===== config.mk =====
export PLATFORM = sky130hd
export DESIGN_NAME = aging_priority_dispatcher
export DESIGN_NICKNAME = d
export VERILOG_FILES = /design/src/sv/apd_pkg.sv /design/src/sv/aging_priority_dispatcher.sv
export SDC_FILE = /design/constraint.sdc
export NUM_CORES = 2
export LEC_CHECK = 0
export ABC_AREA = 1
export BUFFER_PORTS_ARGS = -buffer_cell sky130_fd_sc_hd__buf_2
export CAP_MARGIN = 30
export CORE_AREA = 2 2 396 398
export CTS_CLUSTER_DIAMETER = 30
export DETAILED_ROUTE_END_ITERATION = 8
export DIE_AREA = 0 0 398 400
export SYNTH_ARGS = -nofsm -noshare
export SYNTH_HDL_FRONTEND = slang
export SYNTH_SLANG_ARGS = --single-unit

===== constraint.sdc =====
create_clock -name clk_i -period 8.64 [get_ports clk_i]
set_input_delay 0.864 -clock clk_i [delete_from_list [all_inputs] [get_ports clk_i]]
set_output_delay 0.864 -clock clk_i [all_outputs]
set_load 0.01 [all_outputs]

===== src/sv/apd_pkg.sv =====
// Shared types and codes for the aging priority dispatcher.
// No dependencies; imported by aging_priority_dispatcher.
package apd_pkg;

  localparam int unsigned ID_W     = 32;
  localparam int unsigned MS_W     = 32;
  localparam int unsigned RATING_W = 32;
  localparam int unsigned CMD_W    = 2;
  localparam int unsigned STATUS_W = 3;

  // rating divisor and the elapsed width beyond which the rating always saturates
  localparam int unsigned RATE_DIV  = 10;
  localparam int unsigned DIV_MAX_W = 36;

  localparam logic [CMD_W-1:0] CMD_POST     = 2'd0;
  localparam logic [CMD_W-1:0] CMD_DISPATCH = 2'd1;
  localparam logic [CMD_W-1:0] CMD_FINISH   = 2'd2;

  localparam logic [STATUS_W-1:0] ST_DISPATCHED = 3'd0;
  localparam logic [STATUS_W-1:0] ST_POSTED     = 3'd1;
  localparam logic [STATUS_W-1:0] ST_FINISHED   = 3'd2;
  localparam logic [STATUS_W-1:0] ST_NONE       = 3'd3;
  localparam logic [STATUS_W-1:0] ST_BAD_ID     = 3'd4;
  localparam logic [STATUS_W-1:0] ST_FULL       = 3'd5;

  typedef struct packed {
    logic [CMD_W-1:0] cmd;
    logic [ID_W-1:0]  kernel_id;
    logic [MS_W-1:0]  now_ms;
  } apd_in_t;

  typedef struct packed {
    logic [STATUS_W-1:0] status;
    logic [ID_W-1:0]     chosen_id;
    logic [RATING_W-1:0] rating;
  } apd_out_t;

endpackage


===== src/sv/aging_priority_dispatcher.sv =====
// Mailbox dispatcher: post, finish and aged-priority dispatch over ENTRIES mailboxes.
// Depends on apd_pkg. A bad id or unused command is answered straight from idle; post or
// finish after a registered mailbox read; dispatch after a scan of all mailboxes (one rated
// per cycle through a four-stage rating unit), a drain of that unit and a commit. busy stays
// high until the result beat. After reset a clearing pass zeroes the mailbox memory; busy is
// high meanwhile. The receiver cannot stall: each result beat lasts one cycle.
module aging_priority_dispatcher
  import apd_pkg::*;
#(
  parameter int unsigned ENTRIES     = 16,
  parameter int unsigned COUNT_WIDTH = 16,
  parameter int unsigned TIME_WIDTH  = 32
) (
  input  logic            clk_i,
  input  logic            rst_ni,
  input  logic            start,
  output logic            busy,
  input  apd_in_t         item_i,
  input  logic            cfg_we_i,
  input  logic [ID_W-1:0] cfg_wdata_i,
  output logic            result_valid_o,
  output apd_out_t        result_o
);

  localparam int unsigned IDX_W  = (ENTRIES > 1) ? $clog2(ENTRIES) : 1;
  localparam int unsigned WORD_W = 1 + COUNT_WIDTH + TIME_WIDTH;
  localparam int unsigned DW     = (TIME_WIDTH < DIV_MAX_W) ? TIME_WIDTH : DIV_MAX_W;
  localparam int unsigned QW     = DW - 3;
  localparam logic [DW-1:0] RECIP =
    DW'(((64'd1 << (DW + 3)) + 64'(RATE_DIV) - 64'd1) / 64'(RATE_DIV));
  localparam logic [IDX_W-1:0] LAST_IDX = IDX_W'(ENTRIES - 1);

  typedef enum logic [4:0] {
    S_CLEAR  = 5'b00001,
    S_IDLE   = 5'b00010,
    S_ACCESS = 5'b00100,
    S_SCAN   = 5'b01000,
    S_DRAIN  = 5'b10000
  } state_e;

  state_e state_q, state_d;
  logic [IDX_W-1:0]      ptr_q, ptr_d;
  logic [CMD_W-1:0]      cmd_q, cmd_d;
  logic [IDX_W-1:0]      idx_q, idx_d;
  logic [TIME_WIDTH-1:0] now_q, now_d;
  logic [ID_W-1:0]       base_q;

  logic [WORD_W-1:0] mem_q [ENTRIES];
  logic [WORD_W-1:0] rdata_q;
  logic              mem_we;
  logic [IDX_W-1:0]  mem_waddr, mem_raddr;
  logic [WORD_W-1:0] mem_wdata;

  logic                   rd_busy;
  logic [COUNT_WIDTH-1:0] rd_cnt, cnt_inc;
  logic [TIME_WIDTH-1:0]  rd_time;

  logic [ID_W-1:0]  in_off;
  logic             in_range;
  logic [IDX_W-1:0] in_idx;

  // rating pipeline
  logic                   p0_vld_q, p1_vld_q, p2_vld_q, p3_vld_q;
  logic [IDX_W-1:0]       p0_idx_q, p1_idx_q, p2_idx_q, p3_idx_q;
  logic                   p1_elig_q, p2_elig_q, p3_elig_q;
  logic [COUNT_WIDTH-1:0] p1_cnt_q, p2_cnt_q, p3_cnt_q;
  logic [TIME_WIDTH-1:0]  p1_time_q, p2_time_q, p3_time_q;
  logic [TIME_WIDTH-1:0]  p1_elapsed_q;
  logic [2*DW-1:0]        p2_prod_q;
  logic                   p2_sat_q;
  logic [RATING_W-1:0]    p3_rate_q;
  logic [QW-1:0]          quot;
  logic [RATING_W+1:0]    rate_sum;
  logic                   pipe_busy;

  logic                   found_q, found_clr, best_upd;
  logic [RATING_W-1:0]    best_rate_q;
  logic [IDX_W-1:0]       best_idx_q;
  logic [COUNT_WIDTH-1:0] best_cnt_q, best_cnt_dec;
  logic [TIME_WIDTH-1:0]  best_time_q;

  logic     res_vld_q, res_vld_d;
  apd_out_t res_q, res_d;

  assign busy           = (state_q != S_IDLE);
  assign result_valid_o = res_vld_q;
  assign result_o       = res_q;

  assign in_off   = item_i.kernel_id - base_q;
  assign in_range = (in_off < ID_W'(ENTRIES));
  assign in_idx   = in_off[IDX_W-1:0];

  assign rd_busy = rdata_q[WORD_W-1];
  assign rd_cnt  = rdata_q[TIME_WIDTH +: COUNT_WIDTH];
  assign rd_time = rdata_q[TIME_WIDTH-1:0];
  assign cnt_inc = rd_cnt + 1'b1;
  assign best_cnt_dec = best_cnt_q - 1'b1;

  assign mem_raddr = (state_q == S_SCAN) ? ptr_q : in_idx;

  always_ff @(posedge clk_i) begin
    if (mem_we) begin
      mem_q[mem_waddr] <= mem_wdata;
    end
    rdata_q <= mem_q[mem_raddr];
  end

  assign quot      = p2_prod_q[2*DW-1 -: QW];
  assign rate_sum  = (RATING_W + 2)'(p2_cnt_q) + (RATING_W + 2)'(quot);
  assign pipe_busy = p0_vld_q | p1_vld_q | p2_vld_q | p3_vld_q;
  assign best_upd  = p3_vld_q && p3_elig_q && (!found_q || (p3_rate_q > best_rate_q));

  always_ff @(posedge clk_i) begin
    p0_idx_q     <= ptr_q;
    p1_idx_q     <= p0_idx_q;
    p1_elig_q    <= !rd_busy && (rd_cnt != '0);
    p1_cnt_q     <= rd_cnt;
    p1_time_q    <= rd_time;
    p1_elapsed_q <= now_q - rd_time;
    p2_idx_q     <= p1_idx_q;
    p2_elig_q    <= p1_elig_q;
    p2_cnt_q     <= p1_cnt_q;
    p2_time_q    <= p1_time_q;
    p2_sat_q     <= ((p1_elapsed_q >> DW) != '0);
    p2_prod_q    <= (2*DW)'(p1_elapsed_q[DW-1:0]) * (2*DW)'(RECIP);
    p3_idx_q     <= p2_idx_q;
    p3_elig_q    <= p2_elig_q;
    p3_cnt_q     <= p2_cnt_q;
    p3_time_q    <= p2_time_q;
    p3_rate_q    <= (p2_sat_q || (|rate_sum[RATING_W+1 -: 2])) ? '1 : rate_sum[RATING_W-1:0];
    if (best_upd) begin
      best_rate_q <= p3_rate_q;
      best_idx_q  <= p3_idx_q;
      best_cnt_q  <= p3_cnt_q;
      best_time_q <= p3_time_q;
    end
    cmd_q <= cmd_d;
    idx_q <= idx_d;
    now_q <= now_d;
    res_q <= res_d;
  end

  always_comb begin
    state_d   = state_q;
    ptr_d     = ptr_q;
    cmd_d     = cmd_q;
    idx_d     = idx_q;
    now_d     = now_q;
    found_clr = 1'b0;
    mem_we    = 1'b0;
    mem_waddr = ptr_q;
    mem_wdata = '0;
    res_vld_d = 1'b0;
    res_d     = '0;
    unique case (state_q)
      S_CLEAR: begin
        mem_we = 1'b1;
        ptr_d  = ptr_q + 1'b1;
        if (ptr_q == LAST_IDX) begin
          ptr_d   = '0;
          state_d = S_IDLE;
        end
      end
      S_IDLE: begin
        if (start) begin
          cmd_d = item_i.cmd;
          idx_d = in_idx;
          now_d = TIME_WIDTH'(item_i.now_ms);
          case (item_i.cmd) inside
            CMD_POST, CMD_FINISH: begin
              if (in_range) begin
                state_d = S_ACCESS;
              end else begin
                res_vld_d    = 1'b1;
                res_d.status = ST_BAD_ID;
              end
            end
            CMD_DISPATCH: begin
              ptr_d     = '0;
              found_clr = 1'b1;
              state_d   = S_SCAN;
            end
            default: begin
              res_vld_d    = 1'b1;
              res_d.status = ST_NONE;
            end
          endcase
        end
      end
      S_ACCESS: begin
        mem_waddr = idx_q;
        res_vld_d = 1'b1;
        state_d   = S_IDLE;
        if (cmd_q == CMD_POST) begin
          if (&rd_cnt) begin
            res_d.status = ST_FULL;
          end else begin
            mem_we       = 1'b1;
            mem_wdata    = {rd_busy, cnt_inc, now_q};
            res_d.status = ST_POSTED;
          end
        end else begin
          mem_we       = 1'b1;
          mem_wdata    = {1'b0, rd_cnt, rd_time};
          res_d.status = ST_FINISHED;
        end
      end
      S_SCAN: begin
        ptr_d = ptr_q + 1'b1;
        if (ptr_q == LAST_IDX) begin
          ptr_d   = '0;
          state_d = S_DRAIN;
        end
      end
      S_DRAIN: begin
        if (!pipe_busy) begin
          res_vld_d = 1'b1;
          state_d   = S_IDLE;
          if (found_q) begin
            mem_we          = 1'b1;
            mem_waddr       = best_idx_q;
            mem_wdata       = {1'b1, best_cnt_dec, best_time_q};
            res_d.status    = ST_DISPATCHED;
            res_d.chosen_id = base_q + ID_W'(best_idx_q);
            res_d.rating    = best_rate_q;
          end else begin
            res_d.status = ST_NONE;
          end
        end
      end
      default: begin
        state_d = S_IDLE;
      end
    endcase
  end

  always_ff @(posedge clk_i or negedge rst_ni) begin
    if (!rst_ni) begin
      state_q   <= S_CLEAR;
      ptr_q     <= '0;
      base_q    <= '0;
      res_vld_q <= 1'b0;
      found_q   <= 1'b0;
      p0_vld_q  <= 1'b0;
      p1_vld_q  <= 1'b0;
      p2_vld_q  <= 1'b0;
      p3_vld_q  <= 1'b0;
    end else begin
      state_q   <= state_d;
      ptr_q     <= ptr_d;
      res_vld_q <= res_vld_d;
      if (cfg_we_i) begin
        base_q <= cfg_wdata_i;
      end
      if (found_clr) begin
        found_q <= 1'b0;
      end else if (best_upd) begin
        found_q <= 1'b1;
      end
      p0_vld_q <= (state_q == S_SCAN);
      p1_vld_q <= p0_vld_q;
      p2_vld_q <= p1_vld_q;
      p3_vld_q <= p2_vld_q;
    end
  end

  a_quiet_fields: assert property (@(posedge clk_i) disable iff (!rst_ni)
    result_valid_o && (result_o.status != ST_DISPATCHED)
      |-> (result_o.chosen_id == '0) && (result_o.rating == '0))
    else $error("non-dispatch beat carries id or rating");

  a_accept_followup: assert property (@(posedge clk_i) disable iff (!rst_ni)
    start && !busy |=> busy || result_valid_o)
    else $error("accepted item neither in progress nor answered");

  a_scan_quiet: assert property (@(posedge clk_i) disable iff (!rst_ni)
    (state_q == S_SCAN) |-> !result_valid_o && !mem_we)
    else $error("result or write during dispatch scan");

  a_commit_drained: assert property (@(posedge clk_i) disable iff (!rst_ni)
    (state_q == S_DRAIN) && res_vld_d |-> !pipe_busy && !best_upd)
    else $error("dispatch committed before rating pipeline drained");

endmodule

== Yosys cells after proc, flatten, opt, wreduce, memory -nomap -nowiden ==
Memory sizes are Yosys's and may differ from the RTL's. A register that Yosys moved wholly into a read port is not among the register bits.
Cells that the tools add are included.
W data, S select, Z words.

* Bits in writable memories: 784
* Memories: 1
* Input port bits: 102
* Bits in registers: 527

{| class="wikitable"
|+ Memory list
! name !! words !! width !! rd ports !! clocked after Yosys merged registers in !! write ports !! RTL line !! text
|-
| mem_q || 16 || 49 || 1 || 1 || 1 || aging_priority_dispatcher.sv:48 || <nowiki>logic [WORD_W-1:0] mem_q [ENTRIES];</nowiki>
|}

* Equality and inequality tests: 17
* Bitwise gates (word level): 5
* $mul: 1
* Add/sub/neg operators: 7
* Reductions and logical operators: 19
* $lt $le $gt $ge: 2
* Mux-type cells: 51

{| class="wikitable"
|+ Operators by type and width
! operator !! count
|-
| $mux W49 || 4
|-
| $pmux W49 S2 || 1
|-
| $mux W67 || 1
|-
| $mul A32 B32 Y64 const B || 1
|-
| $mux W64 || 1
|-
| $sub A32 B32 Y32 || 2
|-
| $mux W5 || 7
|-
| $add A32 B4 Y32 || 1
|-
| $gt A32 B32 Y1 || 1
|-
| $lt A32 B5 Y1 const B || 1
|-
| $add A16 B29 Y30 || 1
|-
| $mux W4 || 7
|-
| $pmux W5 S4 || 1
|-
| $mux W1 || 17
|-
| $add A16 B1 Y16 const B || 1
|-
| $pmux W4 S2 || 2
|-
| $reduce_and A16 Y1 || 1
|-
| $reduce_bool A16 Y1 || 1
|-
| $sub A16 B1 Y16 const B || 1
|-
| $mux W3 || 5
|-
| $ne A2 B2 Y1 const B || 6
|-
| $pmux W3 S3 || 1
|-
| $pmux W1 S3 || 2
|-
| $reduce_and A6 Y1 || 1
|-
| 25 further kinds || 35
|}

== Longest topological paths before layout ==
* Word-level depth: 7
* Depth in mapped cells: 28
* Depth with buffers taken out: 28

== Least setup slack after synthesis ==
No wires, ideal clock.

* Path type: reg-to-reg
* From: register p1_elapsed_q[16]
* To: register p2_prod_q[60]
* Path slack: 2.661 ns
* Stages on the path, launching flop included: 26
* Data required time: 8.528 ns
* Library setup time: 0.112 ns
* Period minus slack after synthesis: 5.979 ns
* Arrival: 5.867 ns
* Cell sequence: dfxtp_1 ha_1 inv_1 fa_1 inv_1 fa_1 inv_1 fa_1 inv_1 fa_1 fa_1 fa_1 inv_1 fa_1 inv_1 ha_1 a21oi_1 o21ai_0 a21oi_1 nor2_1 nor2_1 nor2_1 a311oi_1 nand2_1 nand2_1 nand2_1

* Word-level cells in the longest chain between the ends: 1

{| class="wikitable"
|+ RTL lines
! what !! RTL line !! text
|-
| start: declaration || aging_priority_dispatcher.sv:68 || <nowiki>logic [TIME_WIDTH-1:0] p1_elapsed_q;</nowiki>
|-
| start signal: assignment || aging_priority_dispatcher.sv:119 || <nowiki>p1_elapsed_q <= now_q - rd_time;</nowiki>
|-
| $mul A32 B32 Y64 || aging_priority_dispatcher.sv:125 || <nowiki>p2_prod_q <= (2*DW)'(p1_elapsed_q[DW-1:0]) * (2*DW)'(RECIP);</nowiki>
|-
| end signal: assignment || aging_priority_dispatcher.sv:125 ||
|-
| end: declaration || aging_priority_dispatcher.sv:69 || <nowiki>logic [2*DW-1:0] p2_prod_q;</nowiki>
|}

Every way passes these cells.
A chain may end at the register's enable or synchronous reset.

== Worst setup path in the final report ==
* From: register p1_elapsed_q[0]
* To: register p2_prod_q[60]

The elaborated chain is that of the path after synthesis.

==> run_results.csv <==
group,metric,value,unit
setup_path,r2r_cells,23,
finish,drive_gt1_share,11.2,%
logic_synthesis,synth.most_common_cell,"inv_1",
route,ant_nets,0,
setup_path,end_kind,"flip-flop",
floorplan,die_h,400,µm
setup_path,cp.buffers_inverters,2,
route,vias,48267,
timing,period_minus_slack,6.78,ns
route,wl,202000,µm
grt,globalRouteMet1Util,34.7,%
logic_synthesis,netlist_area,69200,µm²
logic_synthesis,syn_inst,6346,
route,wl_per_cell,22.5,µm
grt,top_usage_layer,"met2",
timing,finalSetupViolations,0,
run_status,status,"finished clean",
logic_synthesis,yosys_warnings,0,
route,vias_per_cell,5.38,
setup_path,reg2reg_from,"p1_elapsed_q[0]",
route,first_pass_iters,5,
setup_path,cp_cell_sequence,"ha_1, xor2_1, ha_1, or2_2, fa_1, fa_1, fa_1, fa_1, fa_1, inv_1, fa_1, inv_1, ha_1, a21oi_1, o21ai_0, a21oi_1, nor2_1, nor2_1, nor2_1, a311oi_1, nand2_1, nand2_1, nand2_1",
clocking,cts_setup_buffers,0,
setup_path,path_max_fanout,9,
floorplan,die_area,159000,µm²
grt,grtUsageMet3,4.64,%
finish,synthToLayoutAreaGrowth,19.0,%
floorplan,initial_core_util,44.6,%
setup_path,critical_path.max_stage_delay,0.67,ns
placed_design,dp_hpwl,138000,µm
clocking,cts_inserted_buffers,285,
grt,grt_pass1_wl,303000,µm
route,drc,0,
grt,grt_pass1_vias,48958,
timing,tightest_slew,1.15,ns
placed_design,port_buffers,168,
clocking,cts.path.max_buffers,4,
worst_hold_path,hp-class,"in2async",
setup_path,start_kind,"flip-flop",
floorplan,io_pins,171,
timing,relSlewSlack,23.4,%
timing,skew,0.0880,ns
setup_path,crit_top_cell,"fa_1",
route,first_iter_violations,4304,
timing,hold_viol,0,
timing,fin_setup_tns,0,ns
clocking,clk_pin_slew,0.04,ns
logic_synthesis,ys_seq_area_share,51.6,%
logic_synthesis,synth_ff_type,"edfxtp_1",
logic_synthesis,async_flop_share,3.56,%
floorplan,die_x,398,µm
clocking,cts_sinks,1319,
clocking,clock_latency,0.91,ns
grt,antenna_found_initial,5,
floorplan,coreArea,155000,µm²
clocking,cts_tree,"yes",
setup_path,cp.required,9.41,ns
logic_synthesis,ys_types,67,
logic_synthesis,synth_seq_cells,1319,
floorplan,row_count,145,
grt,gr-usage-all-layers,25.4,%
setup_path,crit_slowest_cell,"dfxtp_1",
logic_synthesis,synth_top_cells_by_area,"edfxtp_1 (39%), fa_1 (11%), dfxtp_1 (11%), ha_1 (8.4%), inv_1 (5.2%)",
logic_synthesis,synth_top_area_cell,"edfxtp_1",
setup_path,cpLargestDelayFamily,"adder cells",
grt,grt-ovfl-total,0,
setup_path,crit_type,"reg2reg",
grt,met2_usage,41.4,%
clocking,cts_root_buffer,"clkbuf_16",
flow_run,maxCapViolCount,0,
logic_synthesis,synth_edf_count,904,
setup_path,worst_r2r_endpoint,"p2_prod_q[60]",
grt,grt_max_degree,209,
timing,maxSlewViolCount,0,
timing,period_share,78.5,%
logic_synthesis,avgSynthCellArea,10.9,µm²
clocking,cts_resized,0,
timing,max_clock_freq,0.147,GHz
placed_design,routabilityCongestion,0.994,
finish,nets,7661,
setup_path,reg2reg_slack,1.86,ns
clocking,cts_hold_buf,0,
logic_synthesis,synth_top_area_share,39.2,%
clocking,h-tree-depth,5,
logic_synthesis,synth_common_cells,"inv_1 (955), edfxtp_1 (904), nand2_1 (699)",
setup_path,arrival,7.55,ns
timing,rsz0062_at_grt,"false",
kinds of logic after synthesis:
family | Yosys count | synth area share, %
buf+inv | 1152 | 6.65
fa+ha+maj | 853 | 19.7
xor+xnor | 150 | 1.90
simple gates | 1703 | 10.1
mux | 1 | 0.0163
compound gates | 1167 | 10.1
flops | 1319 | 51.6
other cells | 1 | 0.00542
through the flow:
| stage | std cells | area [µm²] | setup slack [ns] | utilization (%) | hold WS [ns] |
|---|---|---|---|---|---|
| after floorplan | 6347 | 69200 | 2.66 | - | 0.310 |
| after global routing | 8977 | 82400 | 1.54 | 53.1 | 0.127 |
| after global placement | 8435 | 72300 | 1.86 | 46.6 | 0.310 |
| after CTS | 8969 | 82300 | 1.89 | 53.1 | 0.0827 |
| after detailed placement | 8470 | 72600 | 1.87 | 46.8 | 0.312 |
| final | 8977 | 82400 | 1.86 | 53.1 | 0.115 |
layer usage:
metal / part of all wire, % / vias up / routed length (µm)
li1: - / 22370 / -
met3: 6.6 / 339 / 13400
met1: 43 / 23843 / 87700
met4: 2.8 / 2 / 5570
met2: 47 / 1713 / 95400
met5: 0.0049 / - / 10
final cells by class:
class                   count  area [µm²]
fillers                 13408       72800
flip-flops and latches   1319       35700
multi-input cells        3876       29100
clock buffers             360        7950
inverters                 959        3610
well taps                2058        2570
repair buffers            265        1730
clock inverters           139        1700
diodes                      1        2.50
how the worst max path moves through the flow:
stage | start | endpoint | cells after the start
2_1_floorplan | p1_elapsed_q[16] | p2_prod_q[60] | 25
3_3_place_gp | p1_elapsed_q[2] | p2_prod_q[60] | 23
3_5_place_dp | p1_elapsed_q[0] | p2_prod_q[60] | 23
4_1_cts | p1_elapsed_q[0] | p2_prod_q[60] | 23
5_1_grt | p1_elapsed_q[13] | p2_prod_q[60] | 25
6_report | p1_elapsed_q[0] | p2_prod_q[60] | 23
cell usage in the layout (no fill, tap or decap), drive strengths merged, types with 106 or more instances in the layout:
cell type	n
a21oi	219
nand3	177
o21ai	547
buf	265
nand2	703
nor2	682
o221ai	141
xor2	106
ha	463
edfxtp	904
fa	390
dfxtp	368
clkbuf	360
inv	986
worst register-to-register path, delay by kind of cell, from the launching register on:
| family | cells | cell delay, ns |
|---|---|---|
| flip-flops | 1 | 0.67 |
| AO/OA/AOI/OAI | 4 | 0.92 |
| XOR/XNOR | 1 | 0.18 |
| adder cells (fa/ha/maj) | 9 | 3.93 |
| AND/OR/NAND/NOR | 7 | 0.92 |
| buffers and inverters | 2 | 0.09 |
flip-flops by register name (all words and copies together) (netlist names), 5 cells and up:
signal / cells
best_rate_q: 30
result_o: 65
p1_cnt_q: 16
mem_q: 784
now_q: 32
p1_elapsed_q: 32
base_q: 32
p2_time_q: 32
state_q: 5
p3_time_q: 32
p3_cnt_q: 16
p1_time_q: 32
p3_rate_q: 30
best_cnt_q: 16
p2_prod_q: 29
p2_cnt_q: 16
rdata_q: 49
best_time_q: 32
Power is not shown: default switching activity piles up to over one toggle a cycle in this logic, so the estimate is an artifact.
